**config.mk**
```make
export PLATFORM = sky130hd
export DESIGN_NAME = rc_pulse_width_capture
export DESIGN_NICKNAME = d
export VERILOG_FILES = /design/src/hw/rtl/rpwc_pkg.sv /design/src/hw/rtl/rpwc_cfg_regs.sv /design/src/hw/rtl/rpwc_capture.sv /design/src/hw/rtl/rpwc_scale.sv /design/src/hw/rtl/rc_pulse_width_capture.sv
export SDC_FILE = /design/constraint.sdc
export NUM_CORES = 1
export LEC_CHECK = 0
export BUFFER_PORTS_ARGS = -buffer_cell sky130_fd_sc_hd__buf_2
export CAP_MARGIN = 20
export CORE_ASPECT_RATIO = 1.2
export CORE_MARGIN = 4
export CORE_UTILIZATION = 57
export CTS_CLUSTER_SIZE = 8
export DETAILED_ROUTE_END_ITERATION = 8
export PLACE_DENSITY = 0.77
export SLEW_MARGIN = 20
export SYNTH_ARGS = -nofsm -noshare
export SYNTH_HDL_FRONTEND = slang
export SYNTH_SLANG_ARGS = --single-unit
```
**constraint.sdc**
```tcl
create_clock -name clk -period 19.8 [get_ports clk]
set_clock_uncertainty 0.15 [all_clocks]
set_input_delay 1.98 -clock clk [delete_from_list [all_inputs] [get_ports clk]]
set_output_delay 1.98 -clock clk [all_outputs]
set_load 0.1 [all_outputs]
```
**src/hw/rtl/rpwc_pkg.sv**
```systemverilog
// ----------------------------------------------------------------------------
// rpwc_pkg
// Shared types and constants of the radio-control pulse-width capture block.
// ----------------------------------------------------------------------------
package rpwc_pkg;

	localparam int NUM_CHANNELS_DEF = 5;
	localparam int CH_W             = 3;
	localparam int TIME_W           = 16;
	localparam int VALUE_W          = 12;
	localparam int DB_W             = 11;
	localparam int STATUS_W         = 2;
	localparam int CFG_INDEX_W      = 3;
	localparam int CFG_DATA_W       = 16;

	localparam logic CMD_EDGE = 1'b0;
	localparam logic CMD_READ = 1'b1;

	localparam logic [CH_W-1:0] CH_ROLL     = 3'd0;
	localparam logic [CH_W-1:0] CH_PITCH    = 3'd1;
	localparam logic [CH_W-1:0] CH_THROTTLE = 3'd2;
	localparam logic [CH_W-1:0] CH_YAW      = 3'd3;

	localparam logic [STATUS_W-1:0] STATUS_NOT_FOUND     = 2'd0;
	localparam logic [STATUS_W-1:0] STATUS_DISCONNECTED  = 2'd1;
	localparam logic [STATUS_W-1:0] STATUS_ROLL_SEEN     = 2'd2;
	localparam logic [STATUS_W-1:0] STATUS_THROTTLE_SEEN = 2'd3;

	localparam logic [CFG_INDEX_W-1:0] REG_ROLL_CENTER      = 3'd0;
	localparam logic [CFG_INDEX_W-1:0] REG_PITCH_CENTER     = 3'd1;
	localparam logic [CFG_INDEX_W-1:0] REG_YAW_CENTER       = 3'd2;
	localparam logic [CFG_INDEX_W-1:0] REG_AUX_CENTER       = 3'd3;
	localparam logic [CFG_INDEX_W-1:0] REG_THROTTLE_MINIMUM = 3'd4;
	localparam logic [CFG_INDEX_W-1:0] REG_DEAD_ZONE        = 3'd5;
	localparam logic [CFG_INDEX_W-1:0] REG_SIGNAL_TIMEOUT   = 3'd6;

	localparam logic [TIME_W-1:0] CENTER_RST   = 16'd24000;
	localparam logic [TIME_W-1:0] THR_MIN_RST  = 16'd16000;
	localparam logic [DB_W-1:0]   DEADBAND_RST = 11'd2;
	localparam logic [TIME_W-1:0] TIMEOUT_RST  = 16'd20;

	typedef struct packed {
		logic              command;
		logic [CH_W-1:0]   channel;
		logic              level;
		logic [TIME_W-1:0] timer_count;
		logic [TIME_W-1:0] coarse_time;
	} req_t;

	typedef struct packed {
		logic [CH_W-1:0]           out_channel;
		logic [TIME_W-1:0]         pulse_width;
		logic                      width_updated;
		logic signed [VALUE_W-1:0] channel_value;
		logic [STATUS_W-1:0]       link_status;
	} rsp_t;

	typedef struct packed {
		logic [TIME_W-1:0] roll_center;
		logic [TIME_W-1:0] pitch_center;
		logic [TIME_W-1:0] yaw_center;
		logic [TIME_W-1:0] aux_center;
		logic [TIME_W-1:0] throttle_minimum;
		logic [DB_W-1:0]   dead_zone;
		logic [TIME_W-1:0] signal_timeout;
	} cfg_t;

	// capture stage to scaling stage
	typedef struct packed {
		logic              ch_valid;
		logic [TIME_W-1:0] width;
		logic              updated;
		logic [STATUS_W-1:0] status;
		logic              throttle_live;
	} cap_t;

endpackage

```
**src/hw/rtl/rpwc_cfg_regs.sv**
```systemverilog
// ----------------------------------------------------------------------------
// rpwc_cfg_regs
// Configuration register file: centers, throttle minimum, deadband, timeout.
// ----------------------------------------------------------------------------
module rpwc_cfg_regs (
	input  logic                               clk,
	input  logic                               arst_n,
	input  logic                               cfg_write,
	input  logic [rpwc_pkg::CFG_INDEX_W-1:0]   cfg_index,
	input  logic [rpwc_pkg::CFG_DATA_W-1:0]    cfg_data,
	output rpwc_pkg::cfg_t                     cfg
);
	import rpwc_pkg::*;

	cfg_t cfg_q;

	always_ff @(posedge clk or negedge arst_n) begin
		if (!arst_n) begin
			cfg_q.roll_center      <= CENTER_RST;
			cfg_q.pitch_center     <= CENTER_RST;
			cfg_q.yaw_center       <= CENTER_RST;
			cfg_q.aux_center       <= CENTER_RST;
			cfg_q.throttle_minimum <= THR_MIN_RST;
			cfg_q.dead_zone        <= DEADBAND_RST;
			cfg_q.signal_timeout   <= TIMEOUT_RST;
		end else if (cfg_write) begin
			case (cfg_index)
				REG_ROLL_CENTER:      cfg_q.roll_center      <= cfg_data;
				REG_PITCH_CENTER:     cfg_q.pitch_center     <= cfg_data;
				REG_YAW_CENTER:       cfg_q.yaw_center       <= cfg_data;
				REG_AUX_CENTER:       cfg_q.aux_center       <= cfg_data;
				REG_THROTTLE_MINIMUM: cfg_q.throttle_minimum <= cfg_data;
				REG_DEAD_ZONE:        cfg_q.dead_zone        <= cfg_data[DB_W-1:0];
				REG_SIGNAL_TIMEOUT:   cfg_q.signal_timeout   <= cfg_data;
				default: ;
			endcase
		end
	end

	assign cfg = cfg_q;

endmodule

```
**src/hw/rtl/rpwc_capture.sv**
```systemverilog
// ----------------------------------------------------------------------------
// rpwc_capture
// Per-channel start times and widths, link stamps and link status.
// ----------------------------------------------------------------------------
module rpwc_capture #(
	parameter int NUM_CHANNELS = rpwc_pkg::NUM_CHANNELS_DEF
) (
	input  logic           clk,
	input  logic           arst_n,
	input  logic           fire,
	input  rpwc_pkg::req_t item,
	input  rpwc_pkg::cfg_t cfg,
	output rpwc_pkg::cap_t cap
);
	import rpwc_pkg::*;

	localparam int IDX_W = (NUM_CHANNELS > 1) ? $clog2(NUM_CHANNELS) : 1;

	logic [TIME_W-1:0]   start_q [NUM_CHANNELS];
	logic [TIME_W-1:0]   width_q [NUM_CHANNELS];
	logic [TIME_W-1:0]   thr_stamp_q;
	logic [TIME_W-1:0]   roll_stamp_q;
	logic [STATUS_W-1:0] status_q;

	logic                ch_valid;
	logic [IDX_W-1:0]    idx;
	logic                rising;
	logic                falling;
	logic                thr_read;
	logic [TIME_W-1:0]   start;
	logic [TIME_W-1:0]   diff;
	logic [TIME_W-1:0]   new_width;
	logic [TIME_W-1:0]   age_thr;
	logic [TIME_W-1:0]   age_roll;
	logic                thr_lost;
	logic                roll_lost;
	logic [STATUS_W-1:0] status_next;

	assign ch_valid = ({1'b0, item.channel} < (CH_W + 1)'(NUM_CHANNELS));
	assign idx      = IDX_W'(item.channel);
	assign rising   = ch_valid && (item.command == CMD_EDGE) && item.level;
	assign falling  = ch_valid && (item.command == CMD_EDGE) && !item.level;
	assign thr_read = ch_valid && (item.command == CMD_READ) && (item.channel == CH_THROTTLE);

	// wrapped case is 0xFFFF - start + now, one short of the modular difference
	assign start     = start_q[idx];
	assign diff      = item.timer_count - start;
	assign new_width = (item.timer_count > start) ? diff : diff - 16'd1;

	assign age_thr   = item.coarse_time - thr_stamp_q;
	assign age_roll  = item.coarse_time - roll_stamp_q;
	assign thr_lost  = age_thr > cfg.signal_timeout;
	assign roll_lost = age_roll > cfg.signal_timeout;

	always_comb begin
		status_next = status_q;
		if (falling && item.channel == CH_THROTTLE) begin
			status_next = STATUS_THROTTLE_SEEN;
		end else if (falling && item.channel == CH_ROLL) begin
			status_next = STATUS_ROLL_SEEN;
		end else if (thr_read && thr_lost) begin
			status_next = STATUS_NOT_FOUND;
		end else if (thr_read && roll_lost) begin
			status_next = STATUS_DISCONNECTED;
		end
	end

	always_ff @(posedge clk) begin
		if (fire && rising) begin
			start_q[idx] <= item.timer_count;
		end
	end

	always_ff @(posedge clk or negedge arst_n) begin
		if (!arst_n) begin
			for (int i = 0; i < NUM_CHANNELS; i++) begin
				width_q[i] <= '0;
			end
			thr_stamp_q  <= '0;
			roll_stamp_q <= '0;
			status_q     <= STATUS_NOT_FOUND;
		end else if (fire) begin
			if (falling) begin
				width_q[idx] <= new_width;
				if (item.channel == CH_THROTTLE) begin
					thr_stamp_q <= item.coarse_time;
				end
				if (item.channel == CH_ROLL) begin
					roll_stamp_q <= item.coarse_time;
				end
			end
			status_q <= status_next;
		end
	end

	always_comb begin
		cap.ch_valid      = ch_valid;
		cap.updated       = falling;
		cap.status        = status_next;
		cap.throttle_live = !thr_lost && !roll_lost;
		if (!ch_valid) begin
			cap.width = '0;
		end else if (falling) begin
			cap.width = new_width;
		end else begin
			cap.width = width_q[idx];
		end
	end

endmodule

```
**src/hw/rtl/rpwc_scale.sv**
```systemverilog
// ----------------------------------------------------------------------------
// rpwc_scale
// Scaled channel value: offset, divide by 16 toward zero, saturate, deadband (throttle: link gate instead).
// ----------------------------------------------------------------------------
module rpwc_scale (
	input  rpwc_pkg::req_t                              item,
	input  rpwc_pkg::cap_t                              cap,
	input  rpwc_pkg::cfg_t                              cfg,
	output logic signed [rpwc_pkg::VALUE_W-1:0]         value
);
	import rpwc_pkg::*;

	localparam int DIFF_W = TIME_W + 1;

	logic [TIME_W-1:0]         base;
	logic signed [DIFF_W-1:0]  diff;
	logic signed [DIFF_W-1:0]  quot;
	logic signed [VALUE_W-1:0] sat;
	logic signed [VALUE_W:0]   db;
	logic                      in_band;

	always_comb begin
		case (item.channel)
			CH_ROLL:     base = cfg.roll_center;
			CH_PITCH:    base = cfg.pitch_center;
			CH_THROTTLE: base = cfg.throttle_minimum;
			CH_YAW:      base = cfg.yaw_center;
			default:     base = cfg.aux_center;
		endcase
	end

	assign diff = $signed({1'b0, cap.width}) - $signed({1'b0, base});
	assign quot = diff[DIFF_W-1] ? ((diff + DIFF_W'(15)) >>> 4) : (diff >>> 4);

	always_comb begin
		if (quot > DIFF_W'(2047)) begin
			sat = 12'sd2047;
		end else if (quot < -DIFF_W'(2048)) begin
			sat = -12'sd2048;
		end else begin
			sat = quot[VALUE_W-1:0];
		end
	end

	assign db      = $signed({2'b00, cfg.dead_zone});
	assign in_band = (VALUE_W'(sat) < db) && (VALUE_W'(sat) > -db);

	always_comb begin
		if (!cap.ch_valid || item.command == CMD_EDGE) begin
			value = '0;
		end else if (item.channel == CH_THROTTLE) begin
			value = cap.throttle_live ? sat : '0;
		end else if (in_band) begin
			value = '0;
		end else begin
			value = sat;
		end
	end

endmodule

```
**src/hw/rtl/rc_pulse_width_capture.sv**
```systemverilog
// ----------------------------------------------------------------------------
// rc_pulse_width_capture
// Radio-control pulse-width capture with throttle/roll link supervision.
// ----------------------------------------------------------------------------
// Usage:
//  req channel: an edge event (command 0) marks a pulse start on a rising
//  level or stores the width on a falling level; a read (command 1) asks for
//  the width and scaled value of one channel.
//  rsp channel: exactly one result per request, in request order.
//  cfg port: single-cycle register writes, done while the block is idle.
// Pipeline: a request passes the input register, then the result register,
//  before it is visible on rsp; a stall can hold it in either register.
// Throughput: one request per cycle while rsp is taken; the per-channel state
//  is updated in the same cycle the result is formed, so the next request sees it at once.
// Reset: all widths, stamps and the link status clear; pulse start times
//  hold garbage until their first rising edge.
// Stall: a held result keeps rsp_valid high; one more request waits in the
//  input register, after which req_ready drops until rsp is taken.
// ----------------------------------------------------------------------------
module rc_pulse_width_capture #(
	parameter int NUM_CHANNELS = rpwc_pkg::NUM_CHANNELS_DEF
) (
	input  logic                             clk,
	input  logic                             arst_n,
	input  logic                             req_valid,
	output logic                             req_ready,
	input  rpwc_pkg::req_t                   req,
	output logic                             rsp_valid,
	input  logic                             rsp_ready,
	output rpwc_pkg::rsp_t                   rsp,
	input  logic                             cfg_write,
	input  logic [rpwc_pkg::CFG_INDEX_W-1:0] cfg_index,
	input  logic [rpwc_pkg::CFG_DATA_W-1:0]  cfg_data
);
	import rpwc_pkg::*;

	cfg_t                      cfg;
	req_t                      req_s1;
	logic                      valid_s1;
	rsp_t                      rsp_s2;
	logic                      valid_s2;
	logic                      out_free;
	logic                      fire_s1;
	cap_t                      cap;
	logic signed [VALUE_W-1:0] value;

	assign out_free  = !valid_s2 || rsp_ready;
	assign fire_s1   = valid_s1 && out_free;
	assign req_ready = !valid_s1 || out_free;

	always_ff @(posedge clk or negedge arst_n) begin
		if (!arst_n) begin
			valid_s1 <= 1'b0;
			valid_s2 <= 1'b0;
		end else begin
			if (req_ready) begin
				valid_s1 <= req_valid;
			end
			if (out_free) begin
				valid_s2 <= valid_s1;
			end
		end
	end

	always_ff @(posedge clk) begin
		if (req_valid && req_ready) begin
			req_s1 <= req;
		end
		if (fire_s1) begin
			rsp_s2.out_channel   <= req_s1.channel;
			rsp_s2.pulse_width   <= cap.width;
			rsp_s2.width_updated <= cap.updated;
			rsp_s2.channel_value <= value;
			rsp_s2.link_status   <= cap.status;
		end
	end

	rpwc_cfg_regs u_cfg (
		.clk       (clk),
		.arst_n    (arst_n),
		.cfg_write (cfg_write),
		.cfg_index (cfg_index),
		.cfg_data  (cfg_data),
		.cfg       (cfg)
	);

	rpwc_capture #(
		.NUM_CHANNELS (NUM_CHANNELS)
	) u_capture (
		.clk    (clk),
		.arst_n (arst_n),
		.fire   (fire_s1),
		.item   (req_s1),
		.cfg    (cfg),
		.cap    (cap)
	);

	rpwc_scale u_scale (
		.item  (req_s1),
		.cap   (cap),
		.cfg   (cfg),
		.value (value)
	);

	assign rsp_valid = valid_s2;
	assign rsp       = rsp_s2;

	// a completed measurement never carries a scaled value
	assert property (@(posedge clk) disable iff (!arst_n)
		rsp_valid && rsp.width_updated |-> rsp.channel_value == '0)
		else $error("edge transfer carries nonzero channel value");

	// unknown channels leave width, update flag and channel value at zero
	assert property (@(posedge clk) disable iff (!arst_n)
		rsp_valid && ({1'b0, rsp.out_channel} >= (CH_W + 1)'(NUM_CHANNELS))
		|-> rsp.pulse_width == '0 && !rsp.width_updated && rsp.channel_value == '0)
		else $error("invalid channel produced data");

	// an item leaving the input register must land in the result register
	assert property (@(posedge clk) disable iff (!arst_n)
		fire_s1 |=> valid_s2)
		else $error("transfer lost between stages");

	// an empty input register never back-pressures
	assert property (@(posedge clk) disable iff (!arst_n)
		!valid_s1 |-> req_ready)
		else $error("stall with empty input register");

endmodule
```
After elaboration in Yosys (flattened, before gate mapping)

Memories as Yosys holds them, arrays and structs flattened. A register that Yosys moved wholly into a read port is not among the register bits.
Index checks and enable logic that the tools add are counted.

Reductions and logical operators: 36
Multiplexer cells: 23
Equality and inequality tests: 9
Add/sub/neg operators: 7
Bitwise logic cells: 2
Order comparisons: 10

Operators by type and width:

| cell                  | number |
|---|---|
| $mux 16               | 6 |
| $bwmux 80             | 1 |
| $pmux 16 s4           | 1 |
| $mux 12               | 5 |
| $bmux 16 s3           | 1 |
| $demux 16 s3          | 1 |
| $gt 16x16->1          | 3 |
| $sub 16x16->16        | 3 |
| $add 17x5->17 const B | 1 |
| $gt 17x12->1 const B  | 1 |
| $lt 17x12->1 const B  | 1 |
| $mux 17               | 1 |
| $sub 16x16->17        | 1 |
| $reduce_and 2->1      | 8 |
| $sub 16x1->16 const B | 1 |
| $logic_and 1x1->1     | 15 |
| $gt 12x13->1          | 1 |
| $neg 11->13           | 1 |
| $eq 3x2->1 const B    | 4 |
| $lt 12x12->1          | 1 |
| $eq 3x3->1 const B    | 3 |
| $mux 2                | 4 |
| $eq 3x1->1 const B    | 2 |
| $logic_not 1->1       | 6 |
| 10 further kinds      | 15 |

Memories: 1
Flip-flop bits (word level): 294
RAM bits: 80
Input port bits: 61
Logic and storage cells: 115

Memory list:

| memory            | depth | width | read ports | clocked after Yosys merged registers in | write ports | line               | text |
|---|---|---|---|---|---|---|---|
| u_capture.start_q | 5     | 16    | 1          | 1                                       | 1           | rpwc_capture.sv:19 | `logic [TIME_W-1:0] start_q [NUM_CHANNELS];` |

Logic depth before layout (Yosys ltp)

Gate-level depths: netlist of run 1.

Depth in word-level cells: 16
Gate-level depth with buffers: 39

By module

From an unflattened synthesis of run 1, not the netlist that was laid out.

Cell total of the unflattened synthesis: 1765
Area, all modules: 20532.2 um2

By module, submodules not included:

| module                 | area an instance (um2) | cells each | instances |
|---|---|---|---|
| rpwc_capture           | 11247.0                | 1092       | 1 |
| rpwc_cfg_regs          | 4246.6                 | 232        | 1 |
| rpwc_scale             | 2802.7                 | 362        | 1 |
| rc_pulse_width_capture | 2235.9                 | 79         | 1 |

Worst setup path before layout of run 1

OpenSTA, ideal clock, no wires.

Path kind: register to register
From: reg with a tool-made name
To: reg rsp_s2, in the netlist rsp[4], data pin
Stages on the path, launching flop included: 39
Slack: 10931 ps
Data required time: 19372 ps
Period minus slack after synthesis: 8869 ps
Arrival time: 8441 ps
Cells stage by stage: dfxtp_1 > clkbuf_1 > buf_1 > mux4_2 > mux2i_1 > ha_1 > clkbuf_1 > or2_2 > o31a_1 > o41ai_1 > o21ai_0 > a221o_1 > nor3b_1 > nand2_1 > nor3_1 > xnor2_1 > a221oi_1 > ha_1 > [3 not listed] > a211oi_1 > xor2_1 > nor3_1 > and2_1 > a211oi_2 > clkbuf_1 > a21oi_1 > ha_1 > o21a_1 > o21a_1 > o21ai_0 > a21oi_1 > o31ai_1 > o2bb2ai_1 > o221ai_1 > o211ai_1 > buf_6 > a211oi_2

RTL lines:

| what             | line                         | text |
|---|---|---|
| end: declaration | rc_pulse_width_capture.sv:40 | `rsp_t rsp_s2;` |

==> summary.txt, run 1 <==
Fill cells - 2610
Number of antenna-violating nets in the routed design - 0
Main synth FF type - dfrtp_1
Sw Pwr - 1.058 mW
Place WS - 9.211 ns
First-pass GRT wire length - 76630 um
Synth Cell Area - 0.02021 mm2
Most frequent cells in the layout - 191 x nand2_1, 186 x dfrtp_1, 151 x edfxtp_1
Top cell type by total area after synthesis - dfrtp_1
Synth unique cells - 78
Most common cell after layout, fill and taps aside - nand2_1
CP peak stage delay - 0.53 ns
Layout overhead on the synthesized area - 12.69%
DRC - 0
Total track usage - 24.37%
Hold path startpoint - u_capture.width_q[25]
Leak pwr - 9.578 nW
Syn_area_per_cell - 11.52 um2
Routability cong. - 0.8913
I/O pins - 97
Top cell type's share of synthesized area - 23.03%
Cts hold-fix bufs - 0
Crit path DAT - 10.71 ns
P per Cell Area - 129.8 mW/mm2
Rel. slew slack - 31.60%
Initial antenna violation count - 0
DR iter-0 viols - 1006
Critical Path RT - 19.96 ns
PortBufs - 96
Yosys warns - 0
Worst Path Class, Setup - reg -> reg
Initial Utilization - 57.74%
CTS tree - built
Max Cap Viol - 0
Area used by multi-input combinational logic - 0.009427 mm2
Number of synthesized flops with an enable pin - 151
Clock latency at the later pin of the worst-skew pair - 0.59 ns
DR WL/cell - 20.06 um
Peak VDD IR - 0.07575 mV
Fin crit period - 10.55 ns
Via Count - 14170
Part of the power in combinational logic - 36.9%
Site Rows - 75
Post-CTS Resized - 0
Sw frac - 35.79%
Slew Limit Fails - 0
DRT Pass-1 Iters - 5
CP Launch Type - register
FFs w/ async S/R, synth - 59.15%
Setup TNS - 0 ns
Vias in the first global route - 14640
Post-synthesis net count - 1939
Die ar. - 0.03854 mm2
Fin worst setup slack - 9.254 ns
Internal power - 1.898 mW
RSZ-0062 raised after global routing - no
Least-Margin Pin Slew - 1.026 ns
H-tree Lvls - 2
Chip width - 179.9 um
Worst Hold Class - reg -> reg
GRT overflow - 0
F_max - 0.09483 GHz
Postcts setup bufs - 0
Synth Register Bits - 377
Setup violators final - 0
Clk buf depth - 3
DP HPWL - 33380 um
Clk sinks - 377
Die Y - 214.3 um
Total CTS buffers - 53
Vias per cell - 6.015
Final Cycle Share - 53.26%
Synth Instances - 1755
Routed Wire Length - 47250 um
Root buf cell - clkbuf_16
Sequential Area - 0.01022 mm2
Clock slew seen by the registers of the worst setup and hold paths - 0.05 ns
Final nets - 2040
Core area - 0.03500 mm2
Largest net degree at the start of global routing - 83
Final Hold Viols - 0
Top post-synthesis cells by area - dfrtp_1 23%, edfxtp_1 22%, ha_1 7.4%
Status - completed
Clock network power share - 28.2%
CP max FO - 18
Reg power frac - 34.9%
Slowest CP cell - mux4_2
Layout cells sized above 1 - 21.44%
Crit. End Element - register
Ant. Diodes - 0
Seq/Total Area, Yosys - 50.58%
[registers in the layout, indices dropped and copies added (netlist names), named ones only]
name / flops
u_capture.status_q: 2
u_capture.roll_stamp_q: 16
req_s1: 37
u_capture.thr_stamp_q: 16
rsp_valid: 1
valid_s1: 1
u_capture.width_q: 80
rsp: 34
u_cfg.cfg: 107
u_capture.start_q: 80
[per-layer routing]
metal | wire length (um) | global-route usage (%) | up-vias
li1 | - | - | 6650
met1 | 20020 | 31.82 | 7005
met2 | 22760 | 40.40 | 407
met3 | 2403 | 3.851 | 110
met4 | 2075 | 11.20 | 0
met5 | 0 | 0 | -
[cells in the mapped netlist, types with 12 or more instances]
cell and count:
a211oi_1 12, a21o_1 30, a21oi_1 60, clkbuf_1 64, dfrtp_1 186, dfstp_2 37, edfxtp_1 151, ha_1 119
inv_1 84, mux2_2 118, mux2i_1 38, mux4_2 37, nand2_1 192, nand3_1 22, nand4_1 25, nor2_1 76
nor2b_1 19, nor3_1 36, o21a_1 16, o21ai_0 122, o21ai_1 33, o22ai_1 12, xnor2_1 57, xor2_1 23
[per-stage QoR]
step	area [um2]	instances	hold slack [ns]	utilization, %	power [mW]
after floorplan	20210	1755	0.2744	-	1.855
after global placement	21190	2261	0.3023	60.54	2.073
after detailed placement	21190	2261	0.3136	60.54	2.116
after CTS	22740	2354	0.3266	64.97	2.968
after global routing	22770	2356	0.3409	65.07	3.142
final	22770	2356	0.3252	65.07	2.955
[final timing paths]
kind	slack (ns)	to	depth (start not counted)
worst max-delay path	9.25	rsp[4]	39
worst min register to register	0.33	u_capture.width_q[25]	2
worst min-delay path	0.33	u_capture.width_q[25]	2
min in group asynchronous	1.21	valid_s1	1
worst max register to register	9.25	rsp[4]	39
max in group asynchronous	16.79	u_cfg.cfg[44]	2
[area by class of cell]
cell class / instances / area share, %
multi-input combinational: 1219 / 41.39
clock inverter: 4 / 0.3791
timing repair buffer: 121 / 3.011
clock buffer: 89 / 6.417
tap: 462 / 2.538
inverter: 84 / 1.384
sequential: 377 / 44.88
[cell families (layout without fill, tap and decap cells)]
| logic type | count (synthesis) | count (layout) | synth area share (%) |
|---|---|---|---|
| adders and majority gates | 123 | 123 | 7.764 |
| buffers and inverters | 159 | 298 | 3.027 |
| AOI/OAI and AO/OA | 380 | 380 | 12.28 |
| and+or+nand+nor | 443 | 443 | 10.31 |
| xor gates and xnor gates | 80 | 80 | 3.467 |
| DFF | 377 | 377 | 50.58 |
| muxes | 193 | 193 | 12.58 |
[worst max-delay path: cells and delay by family (launching register included)]
| kind | cells | cell delay [ns] |
|---|---|---|
| buf+inv | 3 | 0.87 |
| compound gates | 18 | 3.74 |
| mux | 2 | 0.80 |
| simple gates | 11 | 2.47 |
| fa+ha+maj | 4 | 1.35 |
| flops | 1 | 0.46 |
| xor+xnor | 1 | 0.38 |
[power groups by stage]
stage | Sequential [mW] | Clock [mW] | Combinational, mW
finish | 1.03 | 0.834 | 1.09
floorplan | 1.10 | 0 | 0.760
CTS | 1.03 | 0.854 | 1.08
global route | 1.04 | 0.891 | 1.21
detailed placement | 1.04 | 0 | 1.07
global placement | 1.03 | 0 | 1.04
(Power assumes the default switching activity.)
==> inputs of run 2 (changes only) <==
==> constraint.sdc (replaced) <==
create_clock -name clk -period 10.23 [get_ports clk]
set_clock_uncertainty 0.15 [all_clocks]
set_input_delay 1.023 -clock clk [delete_from_list [all_inputs] [get_ports clk]]
set_output_delay 1.023 -clock clk [all_outputs]
set_load 0.1 [all_outputs]
==> run 2 against run 1 <==
Net effect: non-clock buffer count grew 4; count of clock-buffer cells in the layout grew 2; highest routed layer unchanged; critical path depth is the same; largest cell class unchanged; register-to-register slack lost 8.5 ns; critical path type unchanged; combinational power grew 97%; cell area grew 0.53%.
==> summary.txt, run 2 (synthesis results as in run 1) <==
PortBufs - 96 (unchanged)
R2R depth - 39 (unchanged)
Vias per cell - 6.012 (was 6.015)
Clk sinks - 377 (unchanged)
Slowest CP cell - mux4_2 (unchanged)
Final Hold Viols - 0 (unchanged)
Crit path DAT - 9.67 ns (was 10.71 ns)
Most frequent cells in the layout - 192 x nand2_1, 186 x dfrtp_1, 151 x edfxtp_1 (was 191 x nand2_1, 186 x dfrtp_1, 151 x edfxtp_1)
Final nets - 2044 (was 2040)
P per Cell Area - 251.7 mW/mm2 (was 129.8 mW/mm2)
Number of antenna-violating nets in the routed design - 0 (unchanged)
Layout cells sized above 1 - 21.89% (was 21.44%)
Fill cells - 2629 (was 2610)
Clock latency at the later pin of the worst-skew pair - 0.59 ns (about the same)
Max Cap Viol - 0 (unchanged)
Via Count - 14210 (was 14170)
Most used cell, CP - o21a_1
Area used by multi-input combinational logic - 0.009488 mm2 (was 0.009427 mm2)
Total CTS buffers - 53 (unchanged)
Slew Limit Fails - 0 (unchanged)
Tot Pwr - 5.763 mW (was 2.955 mW)
Least-Margin Pin Slew - 1.130 ns (was 1.026 ns)
F_max - 0.1052 GHz (was 0.09483 GHz)
Crit path max-delay family - compound AO/OA/AOI/OAI gates (unchanged)
Critical path depth in cells - 39 (unchanged)
First-pass GRT wire length - 76980 um (was 76630 um)
CP peak stage delay - 0.54 ns (was 0.53 ns)
GRT overflow - 0 (unchanged)
Chip width - 179.9 um (unchanged)
Die ar. - 0.03854 mm2 (unchanged)
H-tree Lvls - 2 (unchanged)
Routed Wire Length - 47390 um (was 47250 um)
Total track usage - 24.41% (was 24.37%)
Setup TNS - 0 ns (unchanged)
Leak pwr - 9.628 nW (was 9.578 nW)
Crit. End Element - register (unchanged)
DRC - 0 (unchanged)
Final Cycle Share - 92.88% (was 53.26%)
Clock slew seen by the registers of the worst setup and hold paths - 0.06 ns (was 0.05 ns)
Clk buf depth - 3 (unchanged)
Worst Path Class, Setup - reg -> reg (unchanged)
CTS tree - built (unchanged)
Worst Path Buf+Inv - 3 (unchanged)
I/O pins - 97 (unchanged)
Setup violators final - 0 (unchanged)
Rel. slew slack - 24.47% (was 31.60%)
Layout overhead on the synthesized area - 13.29% (was 12.69%)
Post-DP Area - 0.02122 mm2 (was 0.02119 mm2)
Peak VDD IR - 0.1456 mV (was 0.07575 mV)
Largest net degree at the start of global routing - 89 (was 83)
Post-route cell area - 0.02290 mm2 (was 0.02277 mm2)
Initial antenna violation count - 1 (was 0)
Site Rows - 75 (unchanged)
Initial Utilization - 57.74% (unchanged)
Die Y - 214.3 um (unchanged)
CP max FO - 12 (was 18)
Critical path destination - rsp[2] (was rsp[4])
Root buf cell - clkbuf_16 (unchanged)
Critical Path RT - 10.40 ns (was 19.96 ns)
Vias in the first global route - 14550 (was 14640)
CP Launch Type - register (unchanged)
Routability cong. - 0.9068 (was 0.8913)
Max reg flops - 107 (unchanged)
Core area - 0.03500 mm2 (unchanged)
Fin crit period - 9.501 ns (was 10.55 ns)
Most common cell after layout, fill and taps aside - nand2_1 (unchanged)
DR iter-0 viols - 988 (was 1006)
Reg2reg setup slack - 0.73 ns (was 9.25 ns)
DP HPWL - 33220 um (was 33380 um)
DR WL/cell - 20.06 um (about the same)
Worst Hold Class - in -> async (was reg -> reg)
Reg2reg end - rsp[2] (was rsp[4])
Fin util - 65.41% (was 65.07%)
Status - completed (unchanged)
DRT Pass-1 Iters - 5 (unchanged)
Sequential Area - 0.01022 mm2 (about the same)
[run 2: cell count changes in the layout (fill, tap and decap cells not counted), moves of 2 or more]
cell	delta
buf_4	+3
clkbuf_1	+2
nor3b_4	+2
xor2_1	-2
xor2_2	+2
[run 2: worst min-delay path by stage]
stage	cells past startpoint	slack, ns	endpoint
after floorplan	0	0.27	rsp[31]
after global placement	2	0.30	u_capture.width_q[73]
after detailed placement	2	0.31	u_capture.width_q[73]
after CTS	1	0.28	valid_s1
after global routing	1	0.31	valid_s1
final	1	0.27	valid_s1
[run 2: final cells by class]
| type | instances | share of cell area, % |
|---|---|---|
| tap | 462 | 2.525 |
| sequential | 377 | 44.65 |
| inverter | 84 | 1.377 |
| antenna | 1 | 0.01093 |
| clock buffer | 91 | 6.416 |
| timing repair buffer | 125 | 3.197 |
| multi-input combinational | 1219 | 41.44 |
| clock inverter | 4 | 0.3880 |
[run 2: worst register-to-register path: cells and delay by family (launching register included)]
| family | cells | cell delay [ns] |
|---|---|---|
| flip-flops | 1 | 0.46 |
| multiplexers | 2 | 0.83 |
| AO/OA/AOI/OAI | 17 | 3.36 |
| buffers and inverters | 3 | 0.58 |
| adder cells (fa/ha/maj) | 4 | 1.34 |
| AND/OR/NAND/NOR | 12 | 2.21 |
| XOR/XNOR | 1 | 0.32 |
[run 2: power by group]
part           switching (mW)  internal, mW
combinational            1.28         0.866
sequential              0.135          1.86
clock                   0.647         0.972
total                    2.07          3.70
[run 2: metal layers]
layer,GRT usage (%),part of all wire (%)
met5,0,0
met4,9.045,3.8
met3,3.444,5.3
met2,42.09,50
met1,31.61,41
[run 2: repair_timing]
| action | in CTS | in global routing |
|---|---|---|
| buffers inserted | 0 | 5 |
| gates resized for setup | 0 | 8 |
| setup endpoints to repair | 0 | 12 |
| hold buffers | 0 | 0 |
[run 2: per-stage QoR]
step                      setup slack (ns)  cells  hold WS (ns)
after floorplan                      1.361   1755        0.2744
after global placement              0.4482   2261        0.3031
after detailed placement            0.2179   2261        0.3087
after CTS                           0.1138   2356        0.2762
after global routing             -0.002390   2363        0.3108
final                               0.7288   2363        0.2670
